File: src/design/tuner_start_handshake_sequencer_assert.svh
// assertion macros for the sequencer top level
`ifndef TUNER_START_HANDSHAKE_SEQUENCER_ASSERT_SVH
`define TUNER_START_HANDSHAKE_SEQUENCER_ASSERT_SVH

// same-cycle implication, checked outside reset
`define TSSEQ_ASSERT_NOW(label, clk, rst, ante, cons) \
   label: assert property (@(posedge clk) disable iff (rst) (ante) |-> (cons)) \
      else $error("tsseq check failed");

// next-cycle implication, checked outside reset
`define TSSEQ_ASSERT_NEXT(label, clk, rst, ante, cons) \
   label: assert property (@(posedge clk) disable iff (rst) (ante) |=> (cons)) \
      else $error("tsseq check failed");

`endif

File: src/design/tsseq_pkg.sv
package tsseq_pkg;

   // run phases
   typedef enum logic [2:0] {
      PH_IDLE   = 3'd0,
      PH_WAIT   = 3'd1,
      PH_PULSE  = 3'd2,
      PH_TUNE   = 3'd3,
      PH_FINISH = 3'd4
   } phase_type;

   // register map
   localparam int unsigned CSR_ADDR_BITS = 4;
   localparam int unsigned REG_IDX_BITS  = 2;
   localparam int unsigned CSR_DATA_BITS = 32;
   localparam int unsigned CFG_BITS      = 8;

   localparam logic [REG_IDX_BITS-1:0] REG_PULSE_TICK  = 2'd0;
   localparam logic [REG_IDX_BITS-1:0] REG_KEY_WAIT    = 2'd1;
   localparam logic [REG_IDX_BITS-1:0] REG_KEY_TIMEOUT = 2'd2;
   localparam logic [REG_IDX_BITS-1:0] REG_TUNE_LIMIT  = 2'd3;

   // register reset values
   localparam logic [CFG_BITS-1:0] PULSE_TICK_RST  = 8'd1;
   localparam logic [CFG_BITS-1:0] KEY_WAIT_RST    = 8'd2;
   localparam logic [CFG_BITS-1:0] KEY_TIMEOUT_RST = 8'd10;
   localparam logic [CFG_BITS-1:0] TUNE_LIMIT_RST  = 8'd140;

   // timing settings seen by the core
   typedef struct packed {
      logic [CFG_BITS-1:0] pulse_tick;
      logic [CFG_BITS-1:0] key_wait_ticks;
      logic [CFG_BITS-1:0] key_timeout_ticks;
      logic [CFG_BITS-1:0] tune_limit_ticks;
   } cfg_type;

   // one pin poll
   typedef struct packed {
      logic start_n;
      logic manual_n;
      logic key;
      logic tick;
   } pins_type;

   // drive levels and phase after one poll
   typedef struct packed {
      logic      tune;
      logic      done_n;
      logic      busy;
      phase_type phase;
   } result_type;

endpackage

File: src/design/tsseq_csr.sv
module tsseq_csr (
   input  logic                                   clock,
   input  logic                                   reset,
   input  logic                                   csr_psel,
   input  logic                                   csr_penable,
   input  logic                                   csr_pwrite,
   input  logic [tsseq_pkg::CSR_ADDR_BITS-1:0]    csr_paddr,
   input  logic [tsseq_pkg::CSR_DATA_BITS-1:0]    csr_pwdata,
   output logic [tsseq_pkg::CSR_DATA_BITS-1:0]    csr_prdata,
   output logic                                   csr_pready,
   output tsseq_pkg::cfg_type                     cfg
);

   tsseq_pkg::cfg_type                    cfg_ff;
   logic                                  wr_en;
   logic [tsseq_pkg::REG_IDX_BITS-1:0]    idx;
   logic [tsseq_pkg::CFG_BITS-1:0]        rd_val;
   logic [tsseq_pkg::CFG_BITS-1:0]        wr_val;

   assign csr_pready = 1'b1;
   assign wr_en      = csr_psel & csr_penable & csr_pwrite;
   assign idx        = csr_paddr[tsseq_pkg::CSR_ADDR_BITS-1:2];
   assign wr_val     = csr_pwdata[tsseq_pkg::CFG_BITS-1:0];

   // register writes on the access cycle
   always_ff @(posedge clock) begin
      if (reset) begin
         cfg_ff.pulse_tick        <= tsseq_pkg::PULSE_TICK_RST;
         cfg_ff.key_wait_ticks    <= tsseq_pkg::KEY_WAIT_RST;
         cfg_ff.key_timeout_ticks <= tsseq_pkg::KEY_TIMEOUT_RST;
         cfg_ff.tune_limit_ticks  <= tsseq_pkg::TUNE_LIMIT_RST;
      end else if (wr_en) begin
         unique case (idx)
            tsseq_pkg::REG_PULSE_TICK:  cfg_ff.pulse_tick        <= wr_val;
            tsseq_pkg::REG_KEY_WAIT:    cfg_ff.key_wait_ticks    <= wr_val;
            tsseq_pkg::REG_KEY_TIMEOUT: cfg_ff.key_timeout_ticks <= wr_val;
            tsseq_pkg::REG_TUNE_LIMIT:  cfg_ff.tune_limit_ticks  <= wr_val;
            default: ;
         endcase
      end
   end

   // read mux
   always_comb begin
      unique case (idx)
         tsseq_pkg::REG_PULSE_TICK:  rd_val = cfg_ff.pulse_tick;
         tsseq_pkg::REG_KEY_WAIT:    rd_val = cfg_ff.key_wait_ticks;
         tsseq_pkg::REG_KEY_TIMEOUT: rd_val = cfg_ff.key_timeout_ticks;
         tsseq_pkg::REG_TUNE_LIMIT:  rd_val = cfg_ff.tune_limit_ticks;
         default:                    rd_val = '0;
      endcase
   end

   assign csr_prdata = tsseq_pkg::CSR_DATA_BITS'(rd_val);
   assign cfg        = cfg_ff;

endmodule

File: src/design/tsseq_core.sv
module tsseq_core #(
   parameter int unsigned COUNT_BITS = 8
) (
   input  logic                   clock,
   input  logic                   reset,
   input  logic                   step,
   input  tsseq_pkg::pins_type    pins,
   input  tsseq_pkg::cfg_type     cfg,
   output tsseq_pkg::result_type  res_next
);

   localparam logic [COUNT_BITS-1:0] COUNT_MAX = '1;

   tsseq_pkg::phase_type   phase_ff, phase_in;
   logic                   manual_ff, manual_in;
   logic [COUNT_BITS-1:0]  count_ff, count_in, count_tick;
   logic                   tune_ff, tune_in;
   logic                   done_n_ff, done_n_in;
   logic                   running;
   logic [COUNT_BITS-1:0]  pulse_at, wait_lim, timeout_lim, tune_lim;
   logic                   over;

   assign pulse_at    = COUNT_BITS'(cfg.pulse_tick);
   assign wait_lim    = COUNT_BITS'(cfg.key_wait_ticks);
   assign timeout_lim = COUNT_BITS'(cfg.key_timeout_ticks);
   assign tune_lim    = COUNT_BITS'(cfg.tune_limit_ticks);

   assign running = (phase_ff == tsseq_pkg::PH_WAIT) || (phase_ff == tsseq_pkg::PH_PULSE) ||
                    (phase_ff == tsseq_pkg::PH_TUNE) || (phase_ff == tsseq_pkg::PH_FINISH);

   // saturating tick count, only during a run
   assign count_tick = (running && pins.tick && (count_ff != COUNT_MAX)) ?
                       count_ff + COUNT_BITS'(1) : count_ff;
   assign over       = count_tick > tune_lim;

   // one phase decision per poll
   always_comb begin
      phase_in  = phase_ff;
      manual_in = manual_ff;
      count_in  = count_tick;
      tune_in   = tune_ff;
      done_n_in = done_n_ff;
      unique case (phase_ff)
         tsseq_pkg::PH_WAIT: begin
            if (count_tick >= pulse_at) begin
               tune_in  = 1'b1;
               phase_in = tsseq_pkg::PH_PULSE;
            end
         end
         tsseq_pkg::PH_PULSE: begin
            priority if (count_tick > wait_lim && pins.key) begin
               tune_in  = 1'b0;
               phase_in = tsseq_pkg::PH_TUNE;
            end else if (count_tick > timeout_lim) begin
               if (!manual_ff) done_n_in = 1'b0;
               phase_in = tsseq_pkg::PH_FINISH;
            end else begin
               // keep waiting for the key
               phase_in = tsseq_pkg::PH_PULSE;
            end
         end
         tsseq_pkg::PH_TUNE: begin
            if (count_tick > timeout_lim) begin
               if (manual_ff) begin
                  if (!pins.key || over) phase_in = tsseq_pkg::PH_FINISH;
               end else if (!pins.key || pins.start_n || over) begin
                  done_n_in = 1'b0;
                  phase_in  = tsseq_pkg::PH_FINISH;
               end
            end
         end
         tsseq_pkg::PH_FINISH: begin
            if (pins.start_n) begin
               tune_in   = 1'b0;
               done_n_in = 1'b1;
               manual_in = 1'b0;
               phase_in  = tsseq_pkg::PH_IDLE;
               count_in  = '0;
            end
         end
         default: begin
            // idle, and any code outside the run phases
            phase_in = tsseq_pkg::PH_IDLE;
            if (!pins.start_n || !pins.manual_n) begin
               tune_in   = 1'b0;
               done_n_in = 1'b1;
               manual_in = pins.start_n;
               phase_in  = tsseq_pkg::PH_WAIT;
               count_in  = '0;
            end
         end
      endcase
   end

   // run state
   always_ff @(posedge clock) begin
      if (reset) begin
         phase_ff  <= tsseq_pkg::PH_IDLE;
         manual_ff <= 1'b0;
         count_ff  <= '0;
         tune_ff   <= 1'b0;
         done_n_ff <= 1'b1;
      end else if (step) begin
         phase_ff  <= phase_in;
         manual_ff <= manual_in;
         count_ff  <= count_in;
         tune_ff   <= tune_in;
         done_n_ff <= done_n_in;
      end
   end

   assign res_next.tune   = tune_in;
   assign res_next.done_n = done_n_in;
   assign res_next.busy   = phase_in != tsseq_pkg::PH_IDLE;
   assign res_next.phase  = phase_in;

endmodule

File: src/design/tuner_start_handshake_sequencer.sv
// Tuner start handshake sequencer. Each req_ transfer is one poll of the pins
// (start and manual lines, active low, the tuner key and a timer tick flag); each
// produces exactly one rsp_ transfer with the tune drive, the active-low done
// drive, a busy flag and the phase after that poll. One poll is taken every clock
// cycle while the result side keeps up; a result is offered on rsp_ once its poll
// has passed from the input register through the core's state update into the
// result register, and is held there until rsp_ready takes it.
// Timing thresholds sit in four 8-bit registers at
// byte addresses 0, 4, 8 and 12 (pulse tick, key wait, key timeout, tune limit)
// and are meant to be written only while no poll is in flight.
module tuner_start_handshake_sequencer #(
   parameter int unsigned COUNT_BITS = 8
) (
   input  logic                                clock,
   input  logic                                reset,
   // poll channel
   input  logic                                req_valid,
   output logic                                req_ready,
   input  logic                                req_start_line_n,
   input  logic                                req_manual_line_n,
   input  logic                                req_key_line,
   input  logic                                req_tick,
   // result channel
   output logic                                rsp_valid,
   input  logic                                rsp_ready,
   output logic                                rsp_tune_drive,
   output logic                                rsp_done_drive_n,
   output logic                                rsp_busy_res,
   output logic [2:0]                          rsp_phase_now,
   // register port
   input  logic                                csr_psel,
   input  logic                                csr_penable,
   input  logic                                csr_pwrite,
   input  logic [tsseq_pkg::CSR_ADDR_BITS-1:0] csr_paddr,
   input  logic [tsseq_pkg::CSR_DATA_BITS-1:0] csr_pwdata,
   output logic [tsseq_pkg::CSR_DATA_BITS-1:0] csr_prdata,
   output logic                                csr_pready
);

   `include "tuner_start_handshake_sequencer_assert.svh"

   tsseq_pkg::cfg_type     cfg;
   tsseq_pkg::pins_type    pins_ff;
   tsseq_pkg::result_type  res_next, res_ff;
   logic                   in_valid_ff, in_valid_in;
   logic                   out_valid_ff, out_valid_in;
   logic                   advance;
   logic                   req_xfer;

   tsseq_csr u_csr (
      .clock       (clock),
      .reset       (reset),
      .csr_psel    (csr_psel),
      .csr_penable (csr_penable),
      .csr_pwrite  (csr_pwrite),
      .csr_paddr   (csr_paddr),
      .csr_pwdata  (csr_pwdata),
      .csr_prdata  (csr_prdata),
      .csr_pready  (csr_pready),
      .cfg         (cfg)
   );

   // input register moves on when the result register is free or being drained
   assign advance   = in_valid_ff && (!out_valid_ff || rsp_ready);
   assign req_ready = !in_valid_ff || advance;
   assign req_xfer  = req_valid && req_ready;

   assign in_valid_in  = req_xfer ? 1'b1 : (advance ? 1'b0 : in_valid_ff);
   assign out_valid_in = advance ? 1'b1 : (rsp_ready ? 1'b0 : out_valid_ff);

   // valid flags
   always_ff @(posedge clock) begin
      if (reset) begin
         in_valid_ff  <= 1'b0;
         out_valid_ff <= 1'b0;
      end else begin
         in_valid_ff  <= in_valid_in;
         out_valid_ff <= out_valid_in;
      end
   end

   // payload registers
   always_ff @(posedge clock) begin
      if (req_xfer) begin
         pins_ff.start_n  <= req_start_line_n;
         pins_ff.manual_n <= req_manual_line_n;
         pins_ff.key      <= req_key_line;
         pins_ff.tick     <= req_tick;
      end
      if (advance) begin
         res_ff <= res_next;
      end
   end

   tsseq_core #(
      .COUNT_BITS (COUNT_BITS)
   ) u_core (
      .clock    (clock),
      .reset    (reset),
      .step     (advance),
      .pins     (pins_ff),
      .cfg      (cfg),
      .res_next (res_next)
   );

   assign rsp_valid        = out_valid_ff;
   assign rsp_tune_drive   = res_ff.tune;
   assign rsp_done_drive_n = res_ff.done_n;
   assign rsp_busy_res     = res_ff.busy;
   assign rsp_phase_now    = res_ff.phase;

   // done is only ever asserted in the finish phase
   `TSSEQ_ASSERT_NOW(a_done_in_finish, clock, reset, out_valid_ff && !res_ff.done_n, res_ff.phase == tsseq_pkg::PH_FINISH)
   // the tune pulse is only high in the pulse or finish phase
   `TSSEQ_ASSERT_NOW(a_tune_phase, clock, reset, out_valid_ff && res_ff.tune, (res_ff.phase == tsseq_pkg::PH_PULSE) || (res_ff.phase == tsseq_pkg::PH_FINISH))
   // busy follows the phase
   `TSSEQ_ASSERT_NOW(a_busy_phase, clock, reset, out_valid_ff, res_ff.busy == (res_ff.phase != tsseq_pkg::PH_IDLE))
   // a held poll is never dropped while the result side stalls
   `TSSEQ_ASSERT_NEXT(a_poll_held, clock, reset, in_valid_ff && !advance, in_valid_ff && $stable(pins_ff))

endmodule
File: config.mk
export PLATFORM = sky130hd
export DESIGN_NAME = tuner_start_handshake_sequencer
export DESIGN_NICKNAME = d
export VERILOG_FILES = /design/src/design/tsseq_pkg.sv /design/src/design/tsseq_csr.sv /design/src/design/tsseq_core.sv /design/src/design/tuner_start_handshake_sequencer.sv
export VERILOG_INCLUDE_DIRS = /design/src /design/src/design
export SDC_FILE = /design/constraint.sdc
export NUM_CORES = 1
export LEC_CHECK = 0
export BUFFER_PORTS_ARGS = -buffer_cell sky130_fd_sc_hd__buf_2
export CAP_MARGIN = 15
export CORE_MARGIN = 4
export CORE_UTILIZATION = 40
export DETAILED_ROUTE_END_ITERATION = 10
export GPL_ROUTABILITY_DRIVEN = 1
export PLACE_DENSITY = 0.6
export SLEW_MARGIN = 15
export SYNTH_ARGS = -nofsm -noshare
export SYNTH_HDL_FRONTEND = slang
export SYNTH_SLANG_ARGS = --single-unit
File: constraint.sdc
create_clock -name clock -period 9.5 [get_ports clock]
set_clock_uncertainty 0.15 [all_clocks]
set_input_delay 0.95 -clock clock [delete_from_list [all_inputs] [get_ports clock]]
set_output_delay 0.95 -clock clock [all_outputs]
set_load 0.03 [all_outputs]
==> flow_summary.yaml <==
run_status:
  status: "completed"
finish:
  antennaDiodeCount: 0
  area_growth_pct: 8.71
  drive_gt1_share_pct: 14.8
  fin_nets: 521
logic_synthesis:
  synth-edff-count: 10
  async_flop_share_pct: 0
  ys_ff_latch: 58
  synthFlopType: "dfxtp_1"
  ys_warn_count: 0
  synth_simple_gate_area_share_pct: 16.7
  synth_xor_area_share_pct: 1.90
  synth_compound_area_share_pct: 13.8
  postSynthCellCount: 409
  synthAdderAreaFrac_pct: 11.2
  avgSynthCellArea_um2: 9.02
  synth_top_family_by_area: "simple AND/OR/NAND/NOR gates"
  synth_cell_type_count: 55
  synth_seq_area_share_pct: 34.2
  syn_area_um2: 3690
  yosys-mux-area-fraction_pct: 12.0
worst_setup_path:
  cp_num_buf_inv: 0
  crit_chain: "nor2_1 -> xnor2_1 -> o211a_1 -> nand4_1 -> xnor2_1 -> ha_1 -> and4_4 -> a31oi_2 -> a21oi_2 -> a221o_1 -> a31o_1 -> or4b_1"
  path_class: "reg -> reg"
  crit_required_ps: 9420
  crit_arrival_ps: 4350
  crit_path_max_fanout: 11
  slowest_stage: "or4b_1"
  cp-end-kind: "flip-flop"
  cp-start-kind: "flip-flop"
  cp_top_family: "compound AO/OA/AOI/OAI gates"
  critPathMaxStageDelay_ps: 490
  timing.critical_path.mode_cell: "xnor2_1"
clock_network:
  cts_tree: "yes"
  hold_buffers: 0
  clock-sinks: 58
  cts.clk_slew.worst_paths_ps: 70
  post_cts_buffers: 0
  cts_root_buffer: "clkbuf_8"
  numCtsBuffers: 9
  ctsResizeCount: 0
  htreeDepth: 3
  worstSkewPairLatency_ps: 330
  cts_buffer_depth: 2
die:
  std_cell_rows: 34
  die_h_um: 104
  coreArea_um2: 8850
  start_util_pct: 41.7
  io_pins: 88
  die_w_um: 104
  die-area_um2: 10800
power:
  p_per_area_nw_per_um2: 132
  p_clk_share_pct: 35.0
  ir_worst_vdd_mv: 0.0510
  power.share.sequential_pct: 49.3
  power.switching_mw: 0.155
  p_leak_nw: 1.80
  swShare_pct: 29.2
  power_frac_comb_pct: 15.7
  p_int_mw: 0.376
  p_total_mw: 0.531
sta:
  period_share_pct: 46.7
  finalSetupViolCount: 0
  slew_headroom_pct: 25.4
  fmax_mhz: 225
  slew_viol_final: 0
  whs_ps: 341
  tightest_slew_ps: 1110
  hold_viol: 0
  setup_tns_ps: 0
  min_period_ps: 4440
  rsz0062_at_grt: "no"
run:
  maxCapViolCount: 0
routing:
  drt_iter0_markers: 142
  avgRoutedWirePerCell_um: 14.3
  antenna_left: 0
  wl_um: 7920
  viasPerCell: 5.16
  drc: 0
  vias: 2860
  drt_first_pass_iters: 4
placed_design:
  gp_congestion: 0.805
  dp_hpwl_um: 5940
  port_buffers: 36
grt:
  grt_pass1_vias: 2766
  antenna_found_initial: 0
  grt_max_degree: 50
  grt_pass1_wl_um: 13400
  track_usage_pct: 15.2
  gr-total-overflow: 0
hold_path:
  hold_path.class: "reg -> reg"
[path summary, 6_finish.rpt]
path                           start            to  slack [ps]  depth (start not counted)
setup / recovery  u_core.phase_ff[0]  rsp_busy_res        5060                         12
setup reg to reg  u_core.phase_ff[0]  rsp_busy_res        5060                         12
hold reg to reg         u_csr.cfg[3]  u_csr.cfg[3]         340                          1
hold / removal          u_csr.cfg[3]  u_csr.cfg[3]         340                          1
[power groups by stage]
stage          registers [mW]  logic (mW)  clock network, mW
2_1_floorplan           0.269      0.0695                  0
3_3_place_gp            0.267      0.0816                  0
3_5_place_dp            0.267      0.0826                  0
4_1_cts                 0.262      0.0833              0.194
5_1_grt                 0.263      0.0919              0.205
6_report                0.262      0.0835              0.186
[sequential cells by signal (all words and copies together) (netlist names)]
| register | count |
|---|---|
| u_core.manual_ff | 1 |
| rsp_valid | 1 |
| u_csr.cfg | 32 |
| rsp_done_drive_n | 1 |
| u_core.phase_ff | 3 |
| u_core.tune_ff | 1 |
| u_core.done_n_ff | 1 |
| pins_ff | 4 |
| in_valid_ff | 1 |
| rsp_busy_res | 1 |
| u_core.count_ff | 8 |
| rsp_tune_drive | 1 |
| rsp_phase_now | 3 |
[routing by layer]
| layer | vias to the layer above | global-route usage (%) | part of all wire, % | wire [um] |
|---|---|---|---|---|
| met5 | - | 0 | 0 | 0 |
| met3 | 5 | 3.85 | 4.6 | 362 |
| li1 | 1452 | - | - | - |
| met1 | 1333 | 19.0 | 46 | 3620 |
| met2 | 70 | 25.6 | 49 | 3850 |
| met4 | 0 | 5.13 | 1.1 | 88 |
[kinds of logic (layout without fill, tap and decap cells)]
kind of cell	after synthesis	in the layout
simple gates	125	125
fa+ha+maj	33	33
other cells	2	25
flops	58	58
xor+xnor	8	8
mux	34	34
compound gates	75	75
buf+inv	74	88
[area by class of cell]
type                            instances  area, um2
Timing Repair Buffer                   36        180
Sequential cell                        58       1260
Tap cell                              108        135
Inverter                               36        135
Fill cell                             873       4840
Multi-Input combinational cell        300       2150
Clock buffer                           12        135
Clock inverter                          4       18.8
[synth_stat cells, drive strengths merged (2+ instances only)]
cell type	n	area share, %
a211o	9	2.2
o211ai	2	0.41
o21a	4	0.85
inv	35	3.6
nand2b	8	1.4
xnor2	5	1.2
edfxtp	10	8.1
and2	4	0.68
nand2	12	1.2
nand4	7	1.2
mux4	8	4.9
nor3	5	0.81
or3	4	0.68
o21ai	14	1.9
o22ai	5	0.85
and3	2	0.34
and4	5	1.3
dfxtp	48	26
clkbuf	10	1.0
conb	2	0.20
nand3	4	0.54
xor2	3	0.71
o211a	2	0.54
ha	33	11
a211oi	2	0.54
a22oi	5	1.0
buf	28	5.5
nor2b	9	1.5
a21oi	22	3.1
mux2i	25	6.8
nor2	61	6.2
[placed cells by master (no fill, tap or decap), types with 3 or more instances in the layout]
master    instances
ha_1             33
dfxtp_1          48
xnor2_1           5
nand2b_1          8
clkbuf_1          3
and2_1            4
nand3_1           4
nor3_1            3
nand2_1          12
conb_1           25
mux4_2            8
inv_1            35
o21ai_0          14
o22ai_1           5
or3_1             4
clkinv_2          3
a211o_1           8
edfxtp_1         10
o21a_1            3
and4_1            4
clkbuf_8          9
buf_2            36
xor2_1            3
nand4_1           7
a21oi_1          21
mux2i_1          25
nor2b_1           9
a22oi_1           5
nor2_1           61
[stage by stage]
stage	setup slack, ps	instance area, um2	util, %	std cells
final	5060	4010	45.3	554
after global routing	4810	4010	45.3	554
after CTS	5070	4010	45.3	554
after detailed placement	5120	3850	43.6	538
after global placement	5160	3850	43.6	538
after floorplan	5560	3780	-	432
Power figures use the tool's default switching activity.
